===== config.mk =====
export PLATFORM = sky130hd
export DESIGN_NAME = plc_multi_mode_timer
export DESIGN_NICKNAME = d
export VERILOG_FILES = /design/src/rtl/core/mmt_pkg.sv /design/src/rtl/core/mmt_mul.sv /design/src/rtl/core/mmt_div.sv /design/src/rtl/core/plc_multi_mode_timer.sv
export SDC_FILE = /design/constraint.sdc
export NUM_CORES = 2
export LEC_CHECK = 0
export BUFFER_PORTS_ARGS = -buffer_cell sky130_fd_sc_hd__buf_2
export CAP_MARGIN = 20
export CORE_ASPECT_RATIO = 1.1
export CORE_MARGIN = 2
export CORE_UTILIZATION = 45
export CTS_CLUSTER_DIAMETER = 30
export DETAILED_ROUTE_END_ITERATION = 10
export PLACE_DENSITY = 0.61
export SKIP_CTS_REPAIR_TIMING = 1
export SLEW_MARGIN = 20
export SYNTH_ARGS = -nofsm -noshare
export SYNTH_HDL_FRONTEND = slang
export SYNTH_SLANG_ARGS = --single-unit

===== constraint.sdc =====
create_clock -name aclk -period 13.2 [get_ports aclk]
set_input_delay 2.64 -clock aclk [delete_from_list [all_inputs] [get_ports aclk]]
set_output_delay 2.64 -clock aclk [all_outputs]
set_load 0.02 [all_outputs]

===== src/rtl/core/mmt_pkg.sv =====
// Shared types, constants and the time base table of the multi-mode timer.
// Depends on nothing; imported by every module of the block.
package mmt_pkg;

    localparam int ACC_WIDTH_DEF = 64;
    localparam int HELD_W        = 64;
    localparam int PRESET_W      = 32;
    localparam int UNIT_W        = 32;
    localparam int DELTA_W       = 20;
    localparam int IN_TDATA_W    = 24;
    localparam int OUT_TDATA_W   = 40;
    localparam int APB_ADDR_W    = 4;
    localparam int APB_DATA_W    = 32;

    // Timer modes.
    localparam logic [1:0] MODE_ON_DELAY  = 2'd0;
    localparam logic [1:0] MODE_OFF_DELAY = 2'd1;
    localparam logic [1:0] MODE_PULSE     = 2'd2;
    localparam logic [1:0] MODE_FLASHER   = 2'd3;

    // Register indexes (paddr[3:2]).
    localparam logic [1:0] REG_MODE       = 2'd0;
    localparam logic [1:0] REG_BASE       = 2'd1;
    localparam logic [1:0] REG_PRESET_ON  = 2'd2;
    localparam logic [1:0] REG_PRESET_OFF = 2'd3;

    // Time base codes.
    localparam logic [2:0] BASE_US   = 3'd0;
    localparam logic [2:0] BASE_MS   = 3'd1;
    localparam logic [2:0] BASE_SEC  = 3'd2;
    localparam logic [2:0] BASE_MIN  = 3'd3;

    localparam logic [1:0] MODE_RESET = MODE_ON_DELAY;
    localparam logic [2:0] BASE_RESET = BASE_MS;

    typedef logic [UNIT_W-1:0] unit_t;

    // Microseconds per base unit; the unused codes count as hours.
    function automatic unit_t unit_of(input logic [2:0] base);
        unit_t u;
        case (base)
            BASE_US:  u = 32'd1;
            BASE_MS:  u = 32'd1000;
            BASE_SEC: u = 32'd1000000;
            BASE_MIN: u = 32'd60000000;
            default:  u = 32'd3600000000;
        endcase
        return u;
    endfunction

endpackage


===== src/rtl/core/mmt_mul.sv =====
// Registered 32 x 32 multiplier that scales a preset to microseconds.
// Depends on mmt_pkg; shared by both presets under the top-level sequencer.
module mmt_mul (
    input  logic                            aclk,
    input  logic [mmt_pkg::PRESET_W-1:0]    a,
    input  logic [mmt_pkg::UNIT_W-1:0]      b,
    output logic [mmt_pkg::HELD_W-1:0]      p
);
    import mmt_pkg::*;

    logic [HELD_W-1:0] p_reg;

    always_ff @(posedge aclk) begin
        p_reg <= HELD_W'(a) * HELD_W'(b);
    end

    assign p = p_reg;

endmodule


===== src/rtl/core/mmt_div.sv =====
// Restoring divider, one quotient bit per cycle, 32 steps per division.
// Depends on mmt_pkg. The caller keeps dividend below 2^32 times divisor.
module mmt_div (
    input  logic                            aclk,
    input  logic                            aresetn,
    input  logic                            start,
    input  logic [mmt_pkg::HELD_W-1:0]      dividend,
    input  logic [mmt_pkg::UNIT_W-1:0]      divisor,
    output logic                            done,
    output logic [mmt_pkg::UNIT_W-1:0]      quotient
);
    import mmt_pkg::*;

    logic [UNIT_W-1:0]   rem_reg, rem_next;
    logic [UNIT_W-1:0]   quo_reg, quo_next;
    logic [4:0]          cnt_reg, cnt_next;
    logic                busy_reg, busy_next;
    logic                done_reg, done_next;
    logic [UNIT_W:0]     trial;
    logic [UNIT_W+1:0]   diff;
    logic                fits;

    always_comb begin
        trial     = {rem_reg, quo_reg[UNIT_W-1]};
        diff      = {1'b0, trial} - {2'b00, divisor};
        fits      = !diff[UNIT_W+1];
        rem_next  = rem_reg;
        quo_next  = quo_reg;
        cnt_next  = cnt_reg;
        busy_next = busy_reg;
        done_next = 1'b0;
        if (start) begin
            rem_next  = dividend[HELD_W-1:UNIT_W];
            quo_next  = dividend[UNIT_W-1:0];
            cnt_next  = '0;
            busy_next = 1'b1;
        end else if (busy_reg) begin
            rem_next = fits ? diff[UNIT_W-1:0] : trial[UNIT_W-1:0];
            quo_next = {quo_reg[UNIT_W-2:0], fits};
            cnt_next = cnt_reg + 5'd1;
            if (cnt_reg == 5'd31) begin
                busy_next = 1'b0;
                done_next = 1'b1;
            end
        end
    end

    always_ff @(posedge aclk) begin
        if (!aresetn) begin
            cnt_reg  <= '0;
            busy_reg <= 1'b0;
            done_reg <= 1'b0;
        end else begin
            cnt_reg  <= cnt_next;
            busy_reg <= busy_next;
            done_reg <= done_next;
        end
        rem_reg <= rem_next;
        quo_reg <= quo_next;
    end

    assign done     = done_reg;
    assign quotient = quo_reg;

endmodule


===== src/rtl/core/plc_multi_mode_timer.sv =====
// PLC timer with on-delay, off-delay, pulse and flasher modes, one result per sample.
// Each sample runs through the two multiply states, sum, select and finish, and, when elapsed
// must be divided, through the 32-step serial divider by the time base; the block takes
// the next sample once the result is in the output register.
// Reset (aresetn low, synchronous) clears the timer state and loads register defaults.
// Depends on mmt_pkg, mmt_mul and mmt_div.
module plc_multi_mode_timer #(
    parameter int ACC_WIDTH = mmt_pkg::ACC_WIDTH_DEF
) (
    input  logic                              aclk,
    input  logic                              aresetn,
    // s_tdata: enable [0], clear [1], delta_us [21:2], zero pad [23:22]
    input  logic                              s_tvalid,
    output logic                              s_tready,
    input  logic [mmt_pkg::IN_TDATA_W-1:0]    s_tdata,
    // m_tdata: done_res [0], timing [1], elapsed [33:2], zero pad [39:34]
    output logic                              m_tvalid,
    input  logic                              m_tready,
    output logic [mmt_pkg::OUT_TDATA_W-1:0]   m_tdata,
    input  logic                              psel,
    input  logic                              penable,
    input  logic                              pwrite,
    input  logic [mmt_pkg::APB_ADDR_W-1:0]    paddr,
    input  logic [mmt_pkg::APB_DATA_W-1:0]    pwdata,
    output logic [mmt_pkg::APB_DATA_W-1:0]    prdata,
    output logic                              pready
);
    import mmt_pkg::*;

    localparam int SW = ACC_WIDTH + 1;

    localparam logic [3:0] ST_IDLE    = 4'd0;
    localparam logic [3:0] ST_MUL_ON  = 4'd1;
    localparam logic [3:0] ST_MUL_OFF = 4'd2;
    localparam logic [3:0] ST_SUM     = 4'd3;
    localparam logic [3:0] ST_SEL     = 4'd4;
    localparam logic [3:0] ST_FIN     = 4'd5;
    localparam logic [3:0] ST_DIV_GO  = 4'd6;
    localparam logic [3:0] ST_DIV     = 4'd7;
    localparam logic [3:0] ST_OUT     = 4'd8;

    // Configuration registers.
    logic [1:0]           mode_reg;
    logic [2:0]           base_reg;
    logic [PRESET_W-1:0]  preset_on_reg;
    logic [PRESET_W-1:0]  preset_off_reg;
    logic                 cfg_wr;

    // Sequencer and timer state.
    logic [3:0]           state_reg, state_next;
    logic [ACC_WIDTH-1:0] raw_reg, raw_next;
    logic [HELD_W-1:0]    held_reg, held_next;
    logic                 done_reg, done_next;
    logic                 en_prev_reg, en_prev_next;
    logic                 run_reg, run_next;

    // Captured sample and per-item intermediates.
    logic                 en_in_reg, clr_in_reg;
    logic [DELTA_W-1:0]   delta_reg;
    logic [HELD_W-1:0]    pt_reg, pt_next;
    logic [HELD_W:0]      ptsum_reg, ptsum_next;
    logic [ACC_WIDTH-1:0] sum_reg, sum_next;
    logic                 tt_reg, tt_next;
    logic [UNIT_W-1:0]    et_reg, et_next;
    logic                 m_tvalid_reg, m_tvalid_next;
    logic [OUT_TDATA_W-1:0] m_tdata_reg, m_tdata_next;

    unit_t                unit;
    logic [PRESET_W-1:0]  mul_a;
    logic [HELD_W-1:0]    mul_p;
    logic                 div_start, div_done;
    logic [UNIT_W-1:0]    div_quo;

    logic [SW-1:0]        raw_plus;
    logic [HELD_W-1:0]    sum_wide;
    logic                 rising, falling;
    logic                 ge_pt, gt_pt, held_nz, lt_sum, pt_nz;
    logic                 clamp, show, hf_nz, hf_le, hf_lt, need_div;

    assign unit      = unit_of(base_reg);
    assign mul_a     = (state_reg == ST_MUL_ON) ? preset_on_reg : preset_off_reg;
    assign div_start = (state_reg == ST_DIV_GO);

    mmt_mul u_mul (
        .aclk (aclk),
        .a    (mul_a),
        .b    (unit),
        .p    (mul_p)
    );

    mmt_div u_div (
        .aclk     (aclk),
        .aresetn  (aresetn),
        .start    (div_start),
        .dividend (held_reg),
        .divisor  (unit),
        .done     (div_done),
        .quotient (div_quo)
    );

    // Configuration port.
    assign pready = 1'b1;
    assign cfg_wr = psel && penable && pwrite;

    always_ff @(posedge aclk) begin
        if (!aresetn) begin
            mode_reg       <= MODE_RESET;
            base_reg       <= BASE_RESET;
            preset_on_reg  <= '0;
            preset_off_reg <= '0;
        end else if (cfg_wr) begin
            case (paddr[3:2])
                REG_MODE:       mode_reg       <= pwdata[1:0];
                REG_BASE:       base_reg       <= pwdata[2:0];
                REG_PRESET_ON:  preset_on_reg  <= pwdata;
                REG_PRESET_OFF: preset_off_reg <= pwdata;
                default: ;
            endcase
        end
    end

    always_comb begin
        case (paddr[3:2])
            REG_MODE:       prdata = APB_DATA_W'(mode_reg);
            REG_BASE:       prdata = APB_DATA_W'(base_reg);
            REG_PRESET_ON:  prdata = preset_on_reg;
            REG_PRESET_OFF: prdata = preset_off_reg;
            default:        prdata = '0;
        endcase
    end

    assign s_tready = (state_reg == ST_IDLE);
    assign m_tvalid = m_tvalid_reg;
    assign m_tdata  = m_tdata_reg;

    always_comb begin
        raw_plus = {1'b0, raw_reg} + SW'(delta_reg);
        sum_wide = HELD_W'(sum_reg);
        rising   = en_in_reg && !en_prev_reg;
        falling  = !en_in_reg && en_prev_reg;
        ge_pt    = held_reg >= pt_reg;
        gt_pt    = held_reg > pt_reg;
        held_nz  = held_reg != '0;
        lt_sum   = {1'b0, held_reg} < ptsum_reg;
        pt_nz    = pt_reg != '0;

        state_next    = state_reg;
        raw_next      = raw_reg;
        held_next     = held_reg;
        done_next     = done_reg;
        run_next      = run_reg;
        en_prev_next  = en_prev_reg;
        pt_next       = pt_reg;
        ptsum_next    = ptsum_reg;
        sum_next      = sum_reg;
        tt_next       = tt_reg;
        et_next       = et_reg;
        m_tvalid_next = m_tvalid_reg;
        m_tdata_next  = m_tdata_reg;
        clamp         = 1'b0;
        show          = 1'b1;
        hf_nz         = 1'b0;
        hf_le         = 1'b0;
        hf_lt         = 1'b0;
        need_div      = 1'b0;

        if (m_tvalid_reg && m_tready) begin
            m_tvalid_next = 1'b0;
        end

        case (state_reg)
            ST_IDLE: begin
                if (s_tvalid) begin
                    state_next = ST_MUL_ON;
                end
            end
            ST_MUL_ON: begin
                state_next = ST_MUL_OFF;
            end
            ST_MUL_OFF: begin
                pt_next    = mul_p;
                state_next = ST_SUM;
            end
            ST_SUM: begin
                // The accumulator saturates instead of wrapping.
                ptsum_next = {1'b0, pt_reg} + {1'b0, mul_p};
                sum_next   = raw_plus[ACC_WIDTH] ? '1 : raw_plus[ACC_WIDTH-1:0];
                state_next = ST_SEL;
            end
            ST_SEL: begin
                // First half of the step: edge handling and accumulation.
                case (mode_reg)
                    MODE_ON_DELAY: begin
                        if (en_in_reg) begin
                            if (rising) begin
                                held_next = '0;
                            end
                            if (!done_reg) begin
                                raw_next  = sum_reg;
                                held_next = sum_wide;
                            end
                        end else begin
                            raw_next  = '0;
                            done_next = 1'b0;
                        end
                    end
                    MODE_OFF_DELAY: begin
                        if (en_in_reg) begin
                            done_next = 1'b1;
                        end
                        if (rising) begin
                            held_next = '0;
                        end
                        run_next = rising ? 1'b0 : (falling ? 1'b1 : run_reg);
                        if (run_next) begin
                            raw_next  = sum_reg;
                            held_next = sum_wide;
                        end else begin
                            raw_next = '0;
                        end
                    end
                    MODE_PULSE: begin
                        if (rising) begin
                            // A fresh pulse starts from zero; this sample's time is dropped.
                            run_next  = 1'b1;
                            raw_next  = '0;
                            held_next = '0;
                            done_next = 1'b1;
                        end else if (falling && !done_reg) begin
                            run_next = 1'b0;
                            raw_next = '0;
                        end else if (falling && !run_reg) begin
                            raw_next = '0;
                        end else if (run_reg) begin
                            raw_next  = sum_reg;
                            held_next = sum_wide;
                            done_next = 1'b1;
                        end
                    end
                    default: begin
                        if (en_in_reg) begin
                            raw_next  = sum_reg;
                            held_next = sum_wide;
                        end else begin
                            raw_next  = '0;
                            held_next = '0;
                            done_next = 1'b0;
                        end
                    end
                endcase
                state_next = ST_FIN;
            end
            ST_FIN: begin
                // Second half: preset checks on the updated held time, then the clear input.
                case (mode_reg)
                    MODE_ON_DELAY: begin
                        if (en_in_reg) begin
                            if (ge_pt) begin
                                clamp     = 1'b1;
                                raw_next  = '0;
                                done_next = 1'b1;
                            end
                        end else begin
                            show = 1'b0;
                        end
                    end
                    MODE_OFF_DELAY: begin
                        if (!en_in_reg && ge_pt) begin
                            clamp     = 1'b1;
                            run_next  = 1'b0;
                            raw_next  = '0;
                            done_next = 1'b0;
                        end
                    end
                    MODE_PULSE: begin
                        if (ge_pt) begin
                            clamp     = 1'b1;
                            run_next  = 1'b0;
                            raw_next  = '0;
                            done_next = 1'b0;
                        end
                    end
                    default: begin
                        show = 1'b0;
                        if (held_nz && !ge_pt) begin
                            done_next = 1'b1;
                        end else if (gt_pt && lt_sum) begin
                            done_next = 1'b0;
                        end else if (!done_reg) begin
                            raw_next  = '0;
                            held_next = '0;
                        end
                    end
                endcase
                if (clamp) begin
                    held_next = pt_reg;
                end
                hf_nz    = clamp ? pt_nz : held_nz;
                hf_le    = clamp || !gt_pt;
                hf_lt    = !clamp && !ge_pt;
                tt_next  = show && hf_nz && hf_lt;
                need_div = show && hf_nz && hf_le;
                if (clr_in_reg) begin
                    raw_next  = '0;
                    held_next = '0;
                    run_next  = 1'b0;
                    done_next = 1'b0;
                    tt_next   = 1'b0;
                    need_div  = 1'b0;
                end
                en_prev_next = en_in_reg;
                et_next      = '0;
                state_next   = need_div ? ST_DIV_GO : ST_OUT;
            end
            ST_DIV_GO: begin
                state_next = ST_DIV;
            end
            ST_DIV: begin
                if (div_done) begin
                    et_next    = div_quo;
                    state_next = ST_OUT;
                end
            end
            ST_OUT: begin
                // Wait for the output register to be free before handing over.
                if (!m_tvalid_reg || m_tready) begin
                    m_tvalid_next = 1'b1;
                    m_tdata_next  = {{(OUT_TDATA_W - UNIT_W - 2){1'b0}},
                                     et_reg, tt_reg, done_reg};
                    state_next    = ST_IDLE;
                end
            end
            default: begin
                state_next = ST_IDLE;
            end
        endcase
    end

    always_ff @(posedge aclk) begin
        if (!aresetn) begin
            state_reg    <= ST_IDLE;
            raw_reg      <= '0;
            held_reg     <= '0;
            done_reg     <= 1'b0;
            en_prev_reg  <= 1'b0;
            run_reg      <= 1'b0;
            m_tvalid_reg <= 1'b0;
        end else begin
            state_reg    <= state_next;
            raw_reg      <= raw_next;
            held_reg     <= held_next;
            done_reg     <= done_next;
            en_prev_reg  <= en_prev_next;
            run_reg      <= run_next;
            m_tvalid_reg <= m_tvalid_next;
        end
        if (s_tvalid && s_tready) begin
            en_in_reg  <= s_tdata[0];
            clr_in_reg <= s_tdata[1];
            delta_reg  <= s_tdata[DELTA_W+1:2];
        end
        pt_reg      <= pt_next;
        ptsum_reg   <= ptsum_next;
        sum_reg     <= sum_next;
        tt_reg      <= tt_next;
        et_reg      <= et_next;
        m_tdata_reg <= m_tdata_next;
    end

endmodule


==> metrics <==
Post-Synth Adder-Cell Area 0.3413; setup tns final 0 ns; n_diodes 0; Routability Congestion 0.9965; crit end category flip-flop; worst slew pin tran 1.084 ns; CTS Buf Count about 150; reg-to-reg setup timing slack 2.83 ns; power share of the sequential group 0.341; post-placement cell area 61330 sq um; logic gate share of total power 0.090; most frequent cells after synthesis inv_1 (995), ha_1 (651), nand2_1 (633); mean post-synth cell area 9.470 sq um; status finished, final reports clean; DR vias/cell 5.572; yosys warns 0; clock power share 0.569; Compound-Gate Fraction of Synth Area 0.1301; initial antenna violation count 2; I/O Pins 142; Tmin final 10.37 ns; RSZ-0062 raised after global routing no; Layout area overhead 13.05%; sw power 0.001667 W; CP max-delay cell mux2i_2; cell mode on critical path fa_1; Pre-Repair DR Iteration Count 6; largest family of logic cells by synthesized area adder cells; initial drt markers approximately 3300; max-cap viol count 0; Die H approximately 380 microns; Max Slew Vio Count 0; XOR/XNOR Fraction of Synth Area 0.02846; mux cell area share after synthesis 0.02674; Crit path largest cell delay 0.96 ns; Worst Skew between 0.03 and 0.04 ns; Max Clock Freq 0.09647 GHz; #FFs+latches synth 622; post-place setup slack 2.845 ns; cell taking the most area after synthesis fa_1; Initial Util 0.4518; vias 45370; top-count cell post-synth inv_1; clk root buf clkbuf_16; drt wl/cell 21.64 microns; vias in the first global route 46140; EDFF count, synth roughly 350; Synth Flop Type edfxtp_1; layout cells sized above 1 0.08977; pin count of the biggest net entering global routing 78; register area 15920 sq um; CP required 13.87 ns; worst setup margin approximately 2.8 ns; fin crit share 0.7853; grt ovf 0; Fin. Hold Viols 0; Worst setup SP type flip-flop; Rel. slew slack 0.2564; pwr dens 96.95 nW/um^2; sequential fraction of the synthesis area 0.2708; Synth top area share 0.2027; CP Class flip-flop to flip-flop; first-pass GRT wire length 270200 microns; critical path arrival 11.04 ns; VDD IR max 0.1346 mV; clk slew on worst S/H paths 0.05 ns; filler cell count 12130; die area approximately 130000 sq um; design area 66440 sq um; GRT Util Overall 0.2649; DRT antenna net count 0; switching share of power 0.2587; post-DP HPWL around 140000 microns; CTS Sinks 622; Area contributors post-synth fa_1 (20%), edfxtp_1 (18%), ha_1 (14%); WL final 176200 microns; cell internal pwr 0.004775 W; Synth Area in Simple Gates 0.1216; worst min path class flip-flop to flip-flop; Clock Path Buffers 3; # nets final 7640; Cells after Synth between 6000 and 7000; CTS tree done; static leakage about 32 nW; core area 130100 sq um; drt drc 0; row count around 140; post-route insts no fill 8142; IO buf count 130; area of the multi-input gates between 30000 and 40000 sq um; H-tree depth 4; Worst-Skew Late Latency 0.79 ns; Largest register FFs 65; Cell Area, Synth about 59000 sq um; critical-path maximum fanout 59; Unique masters post-synth 83; share of flip-flops with an asynchronous set or reset 0; # setup viols final 0; width of the die 348.6 microns; placed cells between 7000 and 8000
-- stage by stage --
| step | total power [W] | util | hold slack (ns) |
|---|---|---|---|
| after detailed placement | 0.002800 | 0.4715 | 0.4045 |
| after global routing | 0.006673 | 0.5107 | 0.4202 |
| final | 0.006442 | 0.5107 | 0.4149 |
| after CTS | 0.006498 | 0.5105 | 0.4147 |
| after floorplan | 0.002612 | - | 0.4003 |
| after global placement | 0.002793 | 0.4714 | 0.4043 |
-- path summary, 6_finish.rpt --
path	startpoint	to	cells past startpoint
max	state_reg[0]$_SDFFE_PN0P_	u_mul.p[61]$_DFF_P_	29
min	et_reg[27]$_SDFFCE_PN0P_	m_tdata[29]$_DFFE_PP_	0
max reg2reg	state_reg[0]$_SDFFE_PN0P_	u_mul.p[61]$_DFF_P_	29
min reg2reg	et_reg[27]$_SDFFCE_PN0P_	m_tdata[29]$_DFFE_PP_	0
-- metal layers --
| layer | vias up | routed length [microns] | GRT usage | part of all wire |
|---|---|---|---|---|
| met4 | 2 | 8966 | 0.1245 | 0.051 |
| met1 | 22250 | 73560 | 0.3372 | 0.42 |
| met5 | - | 19 | 0 | 0.00011 |
| met3 | 429 | 10780 | 0.04634 | 0.061 |
| li1 | 21190 | - | - | - |
| met2 | 1494 | 82890 | 0.4379 | 0.47 |
-- critical path, delay by kind of cell (launching register included) --
family                   cells  cell delay [ns]
XOR/XNOR                     1             0.17
buffers and inverters        6             0.67
multiplexers                 1             0.96
adder cells (fa/ha/maj)      9             4.36
flip-flops                   1             0.65
AO/OA/AOI/OAI                7             2.17
AND/OR/NAND/NOR              5             1.12
-- kinds of logic after synthesis --
group	count (synthesis)
fa+ha+maj	1246
compound gates	1187
simple gates	1569
buf+inv	1243
mux	146
flops	622
other cells	2
xor+xnor	191
-- cell type report --
cell class              instances  share of cell area
clock buffers                 181             0.05896
inverters                    1001             0.05659
well taps                    1692             0.03186
repair buffers                211             0.01962
clock inverters                89             0.01755
multi-input cells            4346              0.5759
flip-flops and latches        622              0.2395
-- placed cells by master, fill, tap and decap left out, types with 15 or more instances in the layout --
cell        count
a211oi_1       27
nand2_1       632
nor4_1         53
clkinvlp_4     15
nor2b_1        56
xor2_1         55
nor2_1        381
o21a_1         17
o21bai_1       40
clkinv_1       20
clkinv_2       18
nand2b_1       34
o21ai_0       199
mux2_2         68
buf_2         130
dfxtp_1       276
o211ai_1       18
and2_1         49
fa_1          595
a31oi_1        22
a22o_1        130
or2_2          19
nand4_1        63
or3_1          20
bufinv_16      16
a21oi_1       419
and3_1         28
nor3_1         50
a22oi_1        66
clkbuf_1       24
mux2i_1        72
inv_1         994
buf_4          78
ha_1          650
clkbuf_16     148
edfxtp_1      346
xnor2_1       136
nand3_1       135
a21o_1        128
-- power by group through the flow --
| stage | Combinational [W] | Sequential [W] | Clock, W |
|---|---|---|---|
| 6_report | 0.000581 | 0.00219 | 0.00367 |
| 5_1_grt | 0.000649 | 0.00220 | 0.00383 |
| 4_1_cts | 0.000578 | 0.00219 | 0.00373 |
| 3_5_place_dp | 0.000575 | 0.00223 | 0 |
| 3_3_place_gp | 0.000567 | 0.00223 | 0 |
| 2_1_floorplan | 0.000425 | 0.00219 | 0 |
Power figures use the tool's default switching activity.
